==> config.mk <==
export PLATFORM = sky130hd
export DESIGN_NAME = block_transposition_cipher
export DESIGN_NICKNAME = d
export VERILOG_FILES = /design/src/sv/btc_pkg.sv /design/src/sv/btc_front.sv /design/src/sv/btc_queue.sv /design/src/sv/btc_back.sv /design/src/sv/block_transposition_cipher.sv
export VERILOG_INCLUDE_DIRS = /design/src /design/src/sv
export SDC_FILE = /design/constraint.sdc
export NUM_CORES = 1
export LEC_CHECK = 0
export BUFFER_PORTS_ARGS = -buffer_cell sky130_fd_sc_hd__buf_4
export CORE_ASPECT_RATIO = 1.4
export CORE_MARGIN = 2
export CORE_UTILIZATION = 45
export CTS_CLUSTER_DIAMETER = 40
export DETAILED_ROUTE_END_ITERATION = 10
export GPL_ROUTABILITY_DRIVEN = 0
export SLEW_MARGIN = 25
export SYNTH_ARGS = -nofsm -noshare
export SYNTH_HDL_FRONTEND = slang
export SYNTH_SLANG_ARGS = --single-unit
==> constraint.sdc <==
create_clock -name i_clk -period 18.4 [get_ports i_clk]
set_input_delay 1.84 -clock i_clk [delete_from_list [all_inputs] [get_ports i_clk]]
set_output_delay 1.84 -clock i_clk [all_outputs]
set_load 0.01 [all_outputs]
==> src/sv/block_transposition_cipher_assert.svh <==
// ----------------------------------------------------------------------------
// block transposition cipher assertion macros
// concurrent checks that compile away when SYNTHESIS is defined
// ----------------------------------------------------------------------------
`ifndef BLOCK_TRANSPOSITION_CIPHER_ASSERT_SVH
`define BLOCK_TRANSPOSITION_CIPHER_ASSERT_SVH

`ifndef SYNTHESIS

// same-cycle implication
`define BTC_ASSERT_IMP(label, clk, rst_n, ante, cons) \
    label: assert property (@(posedge clk) disable iff (!rst_n) (ante) |-> (cons)) \
        else $error("btc check failed");

// next-cycle implication
`define BTC_ASSERT_NEXT(label, clk, rst_n, ante, cons) \
    label: assert property (@(posedge clk) disable iff (!rst_n) (ante) |=> (cons)) \
        else $error("btc check failed");

`else

`define BTC_ASSERT_IMP(label, clk, rst_n, ante, cons)
`define BTC_ASSERT_NEXT(label, clk, rst_n, ante, cons)

`endif

`endif

==> src/sv/btc_pkg.sv <==
// ----------------------------------------------------------------------------
// btc_pkg
// shared constants, types and helpers of the block transposition cipher
// ----------------------------------------------------------------------------
package btc_pkg;

    localparam int MAX_BLOCK   = 8;
    localparam int LANES       = (MAX_BLOCK < 8) ? MAX_BLOCK : 8;
    localparam int LANE_W      = $clog2(LANES);
    localparam int CNT_W       = $clog2(LANES + 1);
    localparam int KEY_W       = 3;
    localparam int CMP_W       = 4;
    localparam int QUEUE_DEPTH = 2;
    localparam int QPTR_W      = $clog2(QUEUE_DEPTH);
    localparam int QCNT_W      = $clog2(QUEUE_DEPTH + 1);

    // configuration register indexes
    localparam logic [2:0] CFG_BLOCK_SIZE  = 3'd0;
    localparam logic [2:0] CFG_KEY_WORD    = 3'd1;
    localparam logic [2:0] CFG_CIPHER_MODE = 3'd2;
    localparam logic [2:0] CFG_PAD_BYTE    = 3'd3;

    localparam logic [3:0]  RST_BLOCK_SIZE = 4'd8;
    localparam logic [23:0] RST_KEY_WORD   = 24'd16434824;
    localparam logic [7:0]  RST_PAD_BYTE   = 8'd88;

    localparam logic MODE_ENCRYPT = 1'b0;

    typedef struct packed {
        logic [CNT_W-1:0] n;
        logic [23:0]      key;
        logic             mode;
        logic [7:0]       pad;
    } t_cfg;

    typedef struct packed {
        logic [LANES-1:0][7:0] blk;
        logic [CNT_W-1:0]      fill;
        logic                  eom;
    } t_entry;

    typedef struct packed {
        logic full;
        logic valid;
    } t_q_stat;

    // block size clamped to 1..LANES
    function automatic logic [CNT_W-1:0] eff_size(input logic [3:0] bs);
        logic [CNT_W-1:0] n;
        if (bs == 4'd0) begin
            n = CNT_W'(1);
        end else if (bs > 4'(LANES)) begin
            n = CNT_W'(LANES);
        end else begin
            n = CNT_W'(bs);
        end
        return n;
    endfunction

endpackage

==> src/sv/btc_front.sv <==
// ----------------------------------------------------------------------------
// btc_front
// gathers incoming bytes into a block and hands completed blocks to the queue
// ----------------------------------------------------------------------------
module btc_front (
    input  logic                 i_clk,
    input  logic                 i_rst_n,
    input  logic                 i_accept,
    input  logic [7:0]           i_data_byte,
    input  logic                 i_end_of_message,
    input  btc_pkg::t_cfg        i_cfg,
    output logic                 o_q_push,
    output btc_pkg::t_entry      o_q_entry
);

    logic [btc_pkg::LANES-1:0][7:0] r_blk;
    logic [btc_pkg::LANES-1:0][7:0] n_blk;
    logic [btc_pkg::CNT_W-1:0]      r_fill;
    logic [btc_pkg::CNT_W-1:0]      n_fill;
    logic [btc_pkg::CNT_W-1:0]      pos;
    logic [btc_pkg::CNT_W-1:0]      new_fill;
    logic                           done;

    // a lowered block size clamps the write position to the last lane
    assign pos      = (r_fill >= i_cfg.n) ? (i_cfg.n - btc_pkg::CNT_W'(1)) : r_fill;
    assign new_fill = pos + btc_pkg::CNT_W'(1);
    assign done     = (new_fill == i_cfg.n) || i_end_of_message;

    always_comb begin
        n_blk = r_blk;
        for (int i = 0; i < btc_pkg::LANES; i++) begin
            if (i_accept && (btc_pkg::CNT_W'(i) == pos)) begin
                n_blk[i] = i_data_byte;
            end
        end
        n_fill = r_fill;
        if (i_accept) begin
            n_fill = done ? '0 : new_fill;
        end
    end

    assign o_q_push       = i_accept && done;
    assign o_q_entry.blk  = n_blk;
    assign o_q_entry.fill = new_fill;
    assign o_q_entry.eom  = i_end_of_message;

    always_ff @(posedge i_clk) begin
        r_blk <= n_blk;
        if (!i_rst_n) begin
            r_fill <= '0;
        end else begin
            r_fill <= n_fill;
        end
    end

endmodule

==> src/sv/btc_queue.sv <==
// ----------------------------------------------------------------------------
// btc_queue
// short block queue between the gathering front and the emitting back
// ----------------------------------------------------------------------------
module btc_queue (
    input  logic              i_clk,
    input  logic              i_rst_n,
    input  logic              i_push,
    input  btc_pkg::t_entry   i_entry,
    input  logic              i_pop,
    output btc_pkg::t_entry   o_head,
    output btc_pkg::t_q_stat  o_stat
);

    btc_pkg::t_entry               r_mem [btc_pkg::QUEUE_DEPTH];
    logic [btc_pkg::QPTR_W-1:0]    r_wptr;
    logic [btc_pkg::QPTR_W-1:0]    r_rptr;
    logic [btc_pkg::QCNT_W-1:0]    r_count;
    logic                          do_push;
    logic                          do_pop;

    function automatic logic [btc_pkg::QPTR_W-1:0] ptr_inc(
        input logic [btc_pkg::QPTR_W-1:0] p
    );
        logic [btc_pkg::QPTR_W-1:0] q;
        if (p == btc_pkg::QPTR_W'(btc_pkg::QUEUE_DEPTH - 1)) begin
            q = '0;
        end else begin
            q = p + btc_pkg::QPTR_W'(1);
        end
        return q;
    endfunction

    assign o_stat.full  = (r_count == btc_pkg::QCNT_W'(btc_pkg::QUEUE_DEPTH));
    assign o_stat.valid = (r_count != '0);
    assign o_head       = r_mem[r_rptr];
    assign do_push      = i_push && !o_stat.full;
    assign do_pop       = i_pop && o_stat.valid;

    always_ff @(posedge i_clk) begin
        if (do_push) begin
            r_mem[r_wptr] <= i_entry;
        end
        if (!i_rst_n) begin
            r_wptr  <= '0;
            r_rptr  <= '0;
            r_count <= '0;
        end else begin
            if (do_push) begin
                r_wptr <= ptr_inc(r_wptr);
            end
            if (do_pop) begin
                r_rptr <= ptr_inc(r_rptr);
            end
            if (do_push && !do_pop) begin
                r_count <= r_count + btc_pkg::QCNT_W'(1);
            end else if (do_pop && !do_push) begin
                r_count <= r_count - btc_pkg::QCNT_W'(1);
            end
        end
    end

endmodule

==> src/sv/btc_back.sv <==
// ----------------------------------------------------------------------------
// btc_back
// walks the head block one output position a cycle unless stalled, to the port
// ----------------------------------------------------------------------------
module btc_back (
    input  logic              i_clk,
    input  logic              i_rst_n,
    input  btc_pkg::t_cfg     i_cfg,
    input  btc_pkg::t_entry   i_head,
    input  btc_pkg::t_q_stat  i_q_stat,
    output logic              o_q_pop,
    input  logic              i_pop,
    output logic              o_empty,
    output logic [7:0]        o_out_byte,
    output logic              o_last_of_block,
    output logic              o_last_of_message
);

    logic [btc_pkg::LANE_W-1:0]     r_j;
    logic                           r_ovalid;
    logic [7:0]                     r_obyte;
    logic                           r_olob;
    logic                           r_olom;
    logic                           advance;
    logic                           last;
    logic [btc_pkg::CNT_W-1:0]      j_ext;
    logic [btc_pkg::KEY_W-1:0]      k;
    logic [btc_pkg::KEY_W-1:0]      ki;
    logic [btc_pkg::LANES-1:0][7:0] blk;
    logic [7:0]                     res;

    assign j_ext   = btc_pkg::CNT_W'(r_j);
    assign last    = (j_ext + btc_pkg::CNT_W'(1)) == i_cfg.n;
    assign advance = i_q_stat.valid && (!r_ovalid || i_pop);
    assign o_q_pop = advance && last;
    assign k       = i_cfg.key[btc_pkg::KEY_W*r_j +: btc_pkg::KEY_W];

    always_comb begin
        // lanes past the fill count read as pad
        for (int i = 0; i < btc_pkg::LANES; i++) begin
            blk[i] = (btc_pkg::CNT_W'(i) < i_head.fill) ? i_head.blk[i] : i_cfg.pad;
        end
        res = i_cfg.pad;
        ki  = '0;
        if (i_cfg.mode == btc_pkg::MODE_ENCRYPT) begin
            if (btc_pkg::CMP_W'(k) < btc_pkg::CMP_W'(i_cfg.n)) begin
                res = blk[k[btc_pkg::LANE_W-1:0]];
            end
        end else begin
            // highest block index naming this position wins
            for (int i = 0; i < btc_pkg::LANES; i++) begin
                ki = i_cfg.key[btc_pkg::KEY_W*i +: btc_pkg::KEY_W];
                if ((btc_pkg::CNT_W'(i) < i_cfg.n) && (ki == btc_pkg::KEY_W'(r_j))) begin
                    res = blk[i];
                end
            end
        end
    end

    assign o_empty           = !r_ovalid;
    assign o_out_byte        = r_obyte;
    assign o_last_of_block   = r_olob;
    assign o_last_of_message = r_olom;

    always_ff @(posedge i_clk) begin
        if (advance) begin
            r_obyte <= res;
            r_olob  <= last;
            r_olom  <= last && i_head.eom;
        end
        if (!i_rst_n) begin
            r_j      <= '0;
            r_ovalid <= 1'b0;
        end else begin
            if (advance) begin
                r_ovalid <= 1'b1;
                r_j      <= last ? '0 : r_j + btc_pkg::LANE_W'(1);
            end else if (i_pop) begin
                r_ovalid <= 1'b0;
            end
        end
    end

endmodule

==> src/sv/block_transposition_cipher.sv <==
// ----------------------------------------------------------------------------
// block_transposition_cipher
// gathers bytes into blocks and emits each block permuted by a packed key
// ----------------------------------------------------------------------------
// flow: a block enters the two-entry block queue on the cycle its last byte
//   (or end of message) is taken; the back registers its bytes in order
// throughput: one input byte and one output byte per cycle unless full or
//   the receiver stalls, set by the back walking one output position per cycle
// reset: synchronous active low; clears fill count, queue and output valid,
//   and loads block size 8, identity key, encrypt mode and pad 'X'
// ----------------------------------------------------------------------------
`include "block_transposition_cipher_assert.svh"

module block_transposition_cipher (
    input  logic        i_clk,
    input  logic        i_rst_n,
    // byte input side
    input  logic        push,
    output logic        full,
    input  logic [7:0]  i_data_byte,
    input  logic        i_end_of_message,
    // result side
    output logic        empty,
    input  logic        pop,
    output logic [7:0]  o_out_byte,
    output logic        o_last_of_block,
    output logic        o_last_of_message,
    // configuration write channel
    input  logic        i_cfg_valid,
    output logic        o_cfg_ready,
    input  logic [2:0]  i_cfg_index,
    input  logic [23:0] i_cfg_data
);

    // configuration registers
    logic [3:0]        r_block_size;
    logic [23:0]       r_key_word;
    logic              r_cipher_mode;
    logic [7:0]        r_pad_byte;

    btc_pkg::t_cfg     cfg;
    btc_pkg::t_entry   q_in;
    btc_pkg::t_entry   q_head;
    btc_pkg::t_q_stat  q_stat;
    logic              q_push;
    logic              q_pop;
    logic              in_accept;

    // config writes are always taken, so the user must see they are only done while idle
    assign o_cfg_ready = 1'b1;

    always_ff @(posedge i_clk) begin
        if (!i_rst_n) begin
            r_block_size  <= btc_pkg::RST_BLOCK_SIZE;
            r_key_word    <= btc_pkg::RST_KEY_WORD;
            r_cipher_mode <= btc_pkg::MODE_ENCRYPT;
            r_pad_byte    <= btc_pkg::RST_PAD_BYTE;
        end else if (i_cfg_valid && o_cfg_ready) begin
            case (i_cfg_index)
                btc_pkg::CFG_BLOCK_SIZE:  r_block_size  <= i_cfg_data[3:0];
                btc_pkg::CFG_KEY_WORD:    r_key_word    <= i_cfg_data;
                btc_pkg::CFG_CIPHER_MODE: r_cipher_mode <= i_cfg_data[0];
                btc_pkg::CFG_PAD_BYTE:    r_pad_byte    <= i_cfg_data[7:0];
                default: ;  // unknown index, ignored
            endcase
        end
    end

    // effective settings shared by front and back
    assign cfg.n    = btc_pkg::eff_size(r_block_size);
    assign cfg.key  = r_key_word;
    assign cfg.mode = r_cipher_mode;
    assign cfg.pad  = r_pad_byte;

    // the front stalls only when the block queue has no free slot
    assign full      = q_stat.full;
    assign in_accept = push && !full;

    btc_front u_front (
        .i_clk            (i_clk),
        .i_rst_n          (i_rst_n),
        .i_accept         (in_accept),
        .i_data_byte      (i_data_byte),
        .i_end_of_message (i_end_of_message),
        .i_cfg            (cfg),
        .o_q_push         (q_push),
        .o_q_entry        (q_in)
    );

    // two slots: a completed block can wait while the previous one drains
    btc_queue u_queue (
        .i_clk   (i_clk),
        .i_rst_n (i_rst_n),
        .i_push  (q_push),
        .i_entry (q_in),
        .i_pop   (q_pop),
        .o_head  (q_head),
        .o_stat  (q_stat)
    );

    // back drains the head block into the output register
    btc_back u_back (
        .i_clk             (i_clk),
        .i_rst_n           (i_rst_n),
        .i_cfg             (cfg),
        .i_head            (q_head),
        .i_q_stat          (q_stat),
        .o_q_pop           (q_pop),
        .i_pop             (pop),
        .o_empty           (empty),
        .o_out_byte        (o_out_byte),
        .o_last_of_block   (o_last_of_block),
        .o_last_of_message (o_last_of_message)
    );

    // a queued block reaches the output register without a bubble
    `BTC_ASSERT_NEXT(a_drain_starts, i_clk, i_rst_n, empty && q_stat.valid, !empty)
    // message end only ever closes a block
    `BTC_ASSERT_IMP(a_lom_has_lob, i_clk, i_rst_n, !empty && o_last_of_message, o_last_of_block)
    // backpressure only when blocks are actually waiting
    `BTC_ASSERT_IMP(a_full_has_blocks, i_clk, i_rst_n, full, q_stat.valid)
    // an accepted end of message always queues a block
    `BTC_ASSERT_NEXT(a_eom_queues, i_clk, i_rst_n, in_accept && i_end_of_message, q_stat.valid)

endmodule

==> reports/qor.yml, run 1 <==
clk_pin_slew_ns: 0.06
ir_drop_mv: 0.0556
syn_area_per_cell_um2: 11.7
crit_arrival_ns: 4.80
htreeDepth: 1
worst_r2r_endpoint: "u_queue.r_mem[0][13]"
hold_viol: 0
rsz0062_at_grt: "false"
status: "finished clean"
start_util_pct: 45.8
fin_crit_ns: 4.61
synth_area_um2: 12300
fin_crit_sh_pct: 25.0
drt_iter0_markers: 662
postCtsSetupBuffers: 0
finalNetCount: 1133
start_kind: "register"
layout_commonest_cell: "edfxtp_1"
synth_edf_count: 148
holdPathStages: 1
area_growth_pct: 12.6
drive_gt1_share_pct: 21.4
critPathCapture: "u_queue.r_mem[0][13]"
cts_resized: 0
synthFlopType: "edfxtp_1"
vias_per_cell: 5.80
diodes: 0
cts_root_buffer: "clkbuf_16"
drv_cap: 0
instances_no_fill: 1468
reg2reg_depth: 12
via_count: 8509
synth_warnings: 0
ant_nets: 0
antenna_found_initial: 0
die_w_um: 144
clock_skew_ns: 0.0166
cts_hold_buf: 0
worstPathRequired_ns: 18.59
r2r-start: "r_block_size[3]"
max_freq_mhz: 217
grt_pass1_wl_um: 48200
io_buffers: 52
syn-num-nets: 1103
async_reset_ff_share_pct: 0
synth_cells: 1051
num-fill-cells: 2400
synth_cell_types: 82
ios: 54
cts_sinks: 262
final.setup.worst_slack_ns: 13.79
grt.total_usage_pct: 22.3
crit_type: "reg -> reg"
grt_overflow: 0
power_density_nw_per_um2: 116
worstSkewPairLatency_ns: 0.56
hold_path.class: "reg -> reg"
core-area_um2: 26900
finalSetupViolCount: 0
drc: 0
ys_ff_latch: 262
worst_setup_path_end_kind: "register"
ys_seq_area_share_pct: 54.5
place_hpwl_um: 22300
wl_per_cell_um: 21.8
startpoint: "r_block_size[3]"
post-place-ws_ns: 13.72
grt_pass1_vias: 8050
routed_wl_um: 32000
finalSetupTns_ns: 0
final_cell_mix: "148 x edfxtp_1, 113 x dfxtp_1, 109 x nand2_1"
path_cells: "inv_1, nand2_1, ha_1, a21oi_1, o21ai_0, buf_4, mux2i_1, o2111ai_1, a22o_1, a21oi_1, nor2b_4, buf_4"
slew_headroom_pct: 29.8
seq_area_um2: 6730
grt_max_degree: 67
r2r_slack_ns: 13.79
dieArea_um2: 28800
slowest_stage: "buf_4"
cts_tree: "done"
rows: 71
dr.pass1.iters: 5
multi_input_area_um2: 5200
path_buf_inv: 3
p_total_mw: 1.61
clk_path_buf_depth: 3
p_leak_nw: 5.00
cts_made_buffers: 28
drv_slew: 0
fp.dieH_um: 200
slowest_delay_ns: 0.69
path_max_fanout: 56
cp_top_family: "buffers and inverters"
tightest_slew_ns: 1.04
dp_cells: 1416
path_depth: 12
## sequential cells by signal, summed over array words and instances, names as in the netlist, named ones only
| name | flops |
|---|---|
| r_pad_byte | 8 |
| u_queue.r_wptr | 1 |
| r_block_size | 4 |
| u_back.o_out_byte | 8 |
| u_back.r_j | 3 |
| u_back.o_last_of_block | 1 |
| u_back.r_ovalid | 1 |
| r_cipher_mode | 1 |
| u_front.r_blk | 64 |
| u_queue.r_rptr | 1 |
| r_key_word | 24 |
| u_queue.r_mem | 138 |
| u_front.r_fill | 4 |
| u_queue.r_count | 2 |
| u_back.o_last_of_message | 1 |
## synth_stat cells (12+ instances only)
library cell,number,area (um2)
a21oi_1,56,280
nand3_1,27,135
mux2_2,89,1000
clkbuf_1,29,109
buf_4,12,90.1
nand2_1,109,409
o221ai_1,13,114
xor2_1,13,114
nor2_1,66,248
o21ai_0,35,175
edfxtp_1,148,4440
xnor2_1,20,175
mux2i_1,76,761
dfxtp_1,114,2280
inv_1,20,75.1
buf_2,13,65.1
## per-layer routing
metal  GRT usage (%)  vias to the layer above  wire length (um)
met5               0                        -                 0
met4            12.0                        0              1810
met3            2.70                       89              1550
met2            37.9                      295             15600
met1            27.8                     4143             13000
li1                -                     3982                 -
## final cells by class
type,instances,share of cell area [%]
Inverter,22,0.595
Multi-Input combinational cell,704,37.5
Tap cell,365,3.29
Timing Repair Buffer,63,3.41
Clock buffer,39,5.56
Sequential cell,262,48.5
Clock inverter,13,1.19
## through the flow
step / util [%] / hold WS, ns / area, um2
detailed placement: 48.1 / 0.472 / 12900
CTS: 51.6 / 0.486 / 13900
floorplan: - / 0.457 / 12300
finish: 51.6 / 0.482 / 13900
global route: 51.6 / 0.499 / 13900
global placement: 48.1 / 0.462 / 12900
## worst min path at each step
| stage | startpoint | endpoint | slack (ns) |
|---|---|---|---|
| floorplan | u_front.r_blk[40] | u_front.r_blk[40] | 0.46 |
| global placement | u_front.r_blk[47] | u_front.r_blk[47] | 0.46 |
| detailed placement | u_front.r_blk[47] | u_front.r_blk[47] | 0.47 |
| CTS | u_front.r_blk[47] | u_front.r_blk[47] | 0.49 |
| global route | u_front.r_blk[54] | u_front.r_blk[54] | 0.50 |
| finish | u_front.r_blk[47] | u_front.r_blk[47] | 0.48 |
## where the power goes
group,leakage [nW],internal (mW),switching [mW]
logic,2.23,0.126,0.166
registers,2.32,0.730,0.0253
clock network,0.449,0.326,0.236
## logic make-up (layout without fill, tap and decap cells)
| kind of cell | after synthesis | count (layout) | share of synthesized area (%) |
|---|---|---|---|
| mux | 174 | 174 | 15.9 |
| simple gates | 273 | 273 | 10.4 |
| other cells | 1 | 1 | 0.0304 |
| compound gates | 212 | 212 | 12.3 |
| fa+ha+maj | 11 | 11 | 1.12 |
| buf+inv | 85 | 137 | 3.39 |
| xor+xnor | 33 | 33 | 2.34 |
| flops | 262 | 262 | 54.5 |
## worst reg2reg max path, delay by kind of cell (launching register included)
family                     cells  cell delay [ns]
buffers and inverters          3             1.15
AOI/OAI and AO/OA              5             1.04
and+or+nand+nor                2             0.76
DFF                            1             0.67
adders and majority gates      1             0.28
muxes                          1             0.28
Power figures use the tool's default switching activity.
==> inputs of run 2 (changes only) <==
clock period = 3.95 ns   (was 18.4 ns; I/O delays follow)
==> run 2 against run 1 <==
Non-clock buffer count is 33 higher. Final cell count is 2.4% higher. First-iteration DRC count shrank 0.15%. Total power rose to 4.9 times the previous value. Final area grew 2.9%. Die area is the same. Fmax increased by 27%. Worst setup slack worse by 13 ns. Combinational power rose to 4.9 times the previous value. Via count up 2.3%.
==> reports/qor.yml, run 2 (synthesis gave the netlist of run 1 again) <==
worstSkewPairLatency_ns: 0.58  # +0.02 ns
finish.utilization_pct: 53.1  # +1.5 points
drv_slew: 0  # unchanged
rows: 71  # unchanged
dieArea_um2: 28800  # unchanged
cts_resized: 0  # unchanged
clock_skew_ns: 0.0210  # +0.00445 ns
drive_gt1_share_pct: 24.1  # +2.7 points
diodes: 0  # unchanged
slowest_delay_ns: 0.38  # -0.31 ns
via_count: 8702  # +2.3%
core-area_um2: 26900  # unchanged
postCtsSetupBuffers: 0  # unchanged
multi_input_area_um2: 5210  # about the same
start_kind: "register"
r2r_slack_ns: 0.31  # -13.48 ns
worst_setup_path_end_kind: "register"
grt_overflow: 0  # unchanged
dp_cells: 1449  # +2.3%
grt_pass1_vias: 8280  # +2.9%
place_hpwl_um: 23900  # +7.1%
grt_max_degree: 47  # -30%
reg2reg_depth: 12  # unchanged
max_freq_mhz: 275  # +27%
vias_per_cell: 5.79  # -0.11%
clk_path_buf_depth: 3  # unchanged
ios: 54  # unchanged
cts_root_buffer: "clkbuf_16"
drt_iter0_markers: 661  # -0.15%
crit_arrival_ns: 3.89  # -0.91 ns
drv_cap: 0  # unchanged
cts_sinks: 262  # unchanged
r2r-start: "r_block_size[1]"
tightest_slew_ns: 0.919  # -0.125 ns
wl_per_cell_um: 22.1  # +1.1%
hold_path.class: "in -> reg"
critPathCapture: "u_queue.r_mem[0][29]"
status: "finished clean"
rsz0062_at_grt: "false"
largest_reg_flops: 138  # unchanged
clk_pin_slew_ns: 0.07  # about the same
grt.total_usage_pct: 23.1  # +0.74 points
antenna_found_initial: 0  # unchanged
reg_top3: "u_queue.r_mem (138), u_front.r_blk (64), r_key_word (24)"
slew_headroom_pct: 37.9  # +8.1 points
finalSetupViolCount: 0  # unchanged
path_cells: "o21ba_1, nor2_4, ha_1, nand2b_1, a21oi_1, o21a_1, nand3_1, a21o_1, a22o_1, a21oi_1, nor2b_4, buf_4"
slowest_stage: "a21oi_1"
fin_crit_ns: 3.64  # -0.970 ns
seq_area_um2: 6730  # about the same
io_buffers: 52  # unchanged
area_growth_pct: 15.8
worst_r2r_endpoint: "u_queue.r_mem[0][29]"
startpoint: "r_block_size[1]"
top_register: "u_queue.r_mem"
post-place-ws_ns: 0.281  # -13.44 ns
instances_no_fill: 1503  # +2.4%
final.setup.worst_slack_ns: 0.313  # -13.48 ns
crit_type: "reg -> reg"
routed_wl_um: 33200  # +3.6%
finalSetupTns_ns: 0  # unchanged
cts_tree: "done"
drc: 0  # unchanged
num-fill-cells: 2313  # -3.6%
ir_drop_mv: 0.299  # +440%
fin_crit_sh_pct: 92.1  # +67 points
final_cell_mix: "148 x edfxtp_1, 112 x dfxtp_1, 109 x nand2_1"
grt_pass1_wl_um: 49500  # +2.7%
p_leak_nw: 5.23  # +4.6%
die_w_um: 144  # unchanged
crit_top_cell: "a21oi_1"
hold_viol: 0  # unchanged
worstPathRequired_ns: 4.21  # -14.38 ns
finalNetCount: 1167  # +3.0%
cts_made_buffers: 29  # +3.6%
path_max_fanout: 15  # -73%
htreeDepth: 1  # unchanged
dr.pass1.iters: 6  # +1
power_density_nw_per_um2: 549  # +370%
start_util_pct: 45.8  # unchanged
fp.dieH_um: 200  # unchanged
cts_hold_buf: 0  # unchanged
ant_nets: 0  # unchanged
layout_commonest_cell: "edfxtp_1"
==> run 2: power by group <==
part | leakage [nW] | total [mW] | internal [mW] | switching (mW)
registers | 2.32 | 3.52 | 3.40 | 0.124
logic | 2.41 | 1.42 | 0.627 | 0.796
clock network | 0.509 | 2.90 | 1.73 | 1.17
==> run 2: critical path, delay by kind of cell (launching register included) <==
family	cells	cell delay, ns
AOI/OAI and AO/OA	6	1.59
adders and majority gates	1	0.27
buffers and inverters	1	0.29
DFF	1	0.36
and+or+nand+nor	4	0.80
==> run 2: worst min path at each step <==
| stage | startpoint | end | cells after the start |
|---|---|---|---|
| 3_3_place_gp | u_front.r_blk[18] | u_front.r_blk[18] | 1 |
| 5_1_grt | i_cfg_data[20] | r_key_word[20] | 3 |
| 2_1_floorplan | u_front.r_blk[40] | u_front.r_blk[40] | 1 |
| 6_report | i_cfg_data[17] | r_key_word[17] | 3 |
| 3_5_place_dp | u_front.r_blk[44] | u_front.r_blk[44] | 1 |
| 4_1_cts | i_cfg_data[20] | r_key_word[20] | 3 |
==> run 2: cell type report <==
class	count	area share, %
clock buffers	33	5.26
well taps	365	3.20
inverters	22	0.578
clock inverters	21	2.04
multi-input cells	704	36.5
flip-flops and latches	262	47.1
repair buffers	96	5.31
==> run 2: routing by layer <==
layer	share of wire, %	track usage (%)	vias up
li1	-	-	4060
met4	5.1	11.6	0
met1	40	27.8	4228
met3	5.2	2.98	90
met5	0	0	-
met2	50	40.5	324
==> run 2: stage by stage <==
step / area [um2] / total power [mW] / hold slack [ns]
CTS: 14300 / 7.88 / 0.00286
detailed placement: 13200 / 4.98 / 0.472
floorplan: 12300 / 4.54 / 0.457
global placement: 13200 / 4.94 / 0.464
finish: 14300 / 7.84 / 0.0213
global route: 14300 / 8.15 / 0.0139
==> inputs of run 3 (changes only) <==
==> constraint.sdc (replaced) <==
create_clock -name i_clk -period 4.6 [get_ports i_clk]
set_input_delay 0.23 -clock i_clk [delete_from_list [all_inputs] [get_ports i_clk]]
set_output_delay 0.23 -clock i_clk [all_outputs]
set_load 0.01 [all_outputs]
==> run 3 against run 2 <==
Worst hold slack improved by 0.00077 ns. Sequential share of layout area decreased by 0.87 points. Final cell count rose by 2.0%. Flip-flop and latch count unchanged. Critical path type unchanged.
==> reports/qor.yml, run 3 (synthesis gave the netlist of run 1 again) <==
status: "finished clean"
finalSetupTns_ns: 0  # unchanged
grt_pass1_vias: 8665  # +4.6%
drv_slew: 0  # unchanged
dieArea_um2: 28800  # unchanged
htreeDepth: 1  # unchanged
p_total_mw: 6.58  # -16%
path_buf_inv: 2  # +1
ant_nets: 0  # unchanged
wl_per_cell_um: 21.5  # -2.5%
hold_path.class: "in -> reg"
worst_r2r_endpoint: "u_queue.r_mem[0][48]"
tightest_slew_ns: 1.11  # +0.190 ns
swShare_pct: 27.4  # +0.82 points
core-area_um2: 26900  # unchanged
grt_pass1_wl_um: 50200  # +1.5%
cts_sinks: 262  # unchanged
p_leak_nw: 5.29  # +1.1%
cp_top_family: "compound AO/OA/AOI/OAI gates"
grt_overflow: 0  # unchanged
p_comb_share_pct: 18.9  # +0.8 points
diodes: 0  # unchanged
layout_commonest_cell: "edfxtp_1"
rows: 71  # unchanged
fin_crit_ns: 3.95  # +0.315 ns
cts_hold_buf: 40  # +40
crit_top_cell: "a21oi_1"
power_density_nw_per_um2: 452  # -18%
slowest_delay_ns: 0.66  # +0.28 ns
cts_root_buffer: "clkbuf_16"
startpoint: "r_block_size[3]"
worstPathRequired_ns: 4.87  # +0.66 ns
p_int_mw: 4.77  # -17%
grt.total_usage_pct: 23.2  # +0.14 points
start_util_pct: 45.8  # unchanged
cts_tree: "done"
max_freq_mhz: 253  # -8.0%
reg_top3: "u_queue.r_mem (138), u_front.r_blk (64), r_key_word (24)"
reg2reg_depth: 11  # -1
antenna_found_initial: 0  # unchanged
vias_per_cell: 5.64  # -2.6%
path_cells: "inv_1, nand2_1, ha_1, a21oi_1, o21a_1, nand3_1, a21o_1, a22o_1, a21oi_1, nor2b_4, buf_4"
holdWs_ns: 0.0221  # +0.000767 ns
crit_type: "reg -> reg"
largest_reg_flops: 138  # unchanged
worst_setup_path_end_kind: "register"
top_register: "u_queue.r_mem"
finish.utilization_pct: 54.0  # +0.99 points
io_buffers: 52  # unchanged
worstSkewPairLatency_ns: 0.57  # about the same
cts_resized: 0  # unchanged
seq_power_share_pct: 46.0  # +1.1 points
path_depth: 11  # -1
hold_viol: 0  # unchanged
final_cell_mix: "148 x edfxtp_1, 113 x dfxtp_1, 109 x nand2_1"
ios: 54  # unchanged
rsz0062_at_grt: "false"
place_hpwl_um: 24000  # +0.48%
grt_max_degree: 46  # -2.1%
dr.pass1.iters: 8  # +2
clock_skew_ns: 0.0154  # -0.00564 ns
slowest_stage: "dfxtp_1"
drt_iter0_markers: 583  # -12%
drv_cap: 0  # unchanged
fin_crit_sh_pct: 85.9  # -6.2 points
cts_made_buffers: 30  # +3.4%
fp.dieH_um: 200  # unchanged
drive_gt1_share_pct: 22.8  # -1.3 points
clk_pin_slew_ns: 0.06  # about the same
routed_wl_um: 33000  # -0.54%
slew_headroom_pct: 25.4  # -12 points
r2r-start: "r_block_size[3]"
postCtsSetupBuffers: 0  # unchanged
clk_path_buf_depth: 3  # unchanged
crit_arrival_ns: 4.22  # +0.33 ns
finalSetupViolCount: 0  # unchanged
area_growth_pct: 18.0
r2r_slack_ns: 0.65  # +0.33 ns
critPathCapture: "u_queue.r_mem[0][48]"
path_max_fanout: 14  # -1
ir_drop_mv: 0.282  # -5.7%
p_sw_mw: 1.81  # -13%
finalNetCount: 1196  # +2.5%
drc: 0  # unchanged
clockPowerShare_pct: 35.2  # -1.7 points
start_kind: "register"
die_w_um: 144  # unchanged
via_count: 8641  # -0.70%
run 3: per-stage QoR:
stage / setup WS, ns / std cells / instance area, um2
4_1_cts: 0.613 / 1533 / 14500
2_1_floorplan: 0.0360 / 1051 / 12300
5_1_grt: 0.268 / 1533 / 14500
6_report: 0.648 / 1533 / 14500
3_5_place_dp: 0.627 / 1437 / 13200
3_3_place_gp: 0.688 / 1437 / 13200
run 3: power by group through the flow:
stage	Sequential [mW]	Combinational [mW]	Clock, mW
floorplan	3.04	0.855	0
global placement	3.06	1.18	0
detailed placement	3.07	1.20	0
CTS	3.03	1.23	2.36
global route	3.05	1.35	2.46
finish	3.02	1.24	2.31
run 3: how the worst min path moves through the flow:
stage | startpoint | depth (start not counted) | endpoint
after detailed placement | i_cfg_data[20] | 3 | r_key_word[20]
after global routing | i_data_byte[1] | 2 | u_front.r_blk[41]
after CTS | pop | 4 | u_back.r_ovalid
final | i_data_byte[2] | 2 | u_front.r_blk[34]
after floorplan | i_end_of_message | 0 | u_queue.r_mem[0][0]
after global placement | i_cfg_data[10] | 3 | r_key_word[10]
run 3: worst register-to-register path: cells and delay by family, from the launching register on:
family                   cells  cell delay, ns
adder cells (fa/ha/maj)      1            0.28
AND/OR/NAND/NOR              3            0.94
AO/OA/AOI/OAI                5            1.23
buffers and inverters        2            0.54
flip-flops                   1            0.66
run 3: layout make-up:
class	count	area, um2
Timing Repair Buffer	124	1080
Clock inverter	19	175
Multi-Input combinational cell	704	5200
Tap cell	365	457
Inverter	22	82.6
Clock buffer	37	817
Fill cell	2304	12400
Sequential cell	262	6730
run 3: per-layer routing:
metal	track usage [%]	vias up	part of all wire, %
met5	0	-	0
met4	12.1	0	5.1
met3	3.13	87	4.1
met2	41.7	259	51
met1	26.9	4186	40
li1	-	4109	-
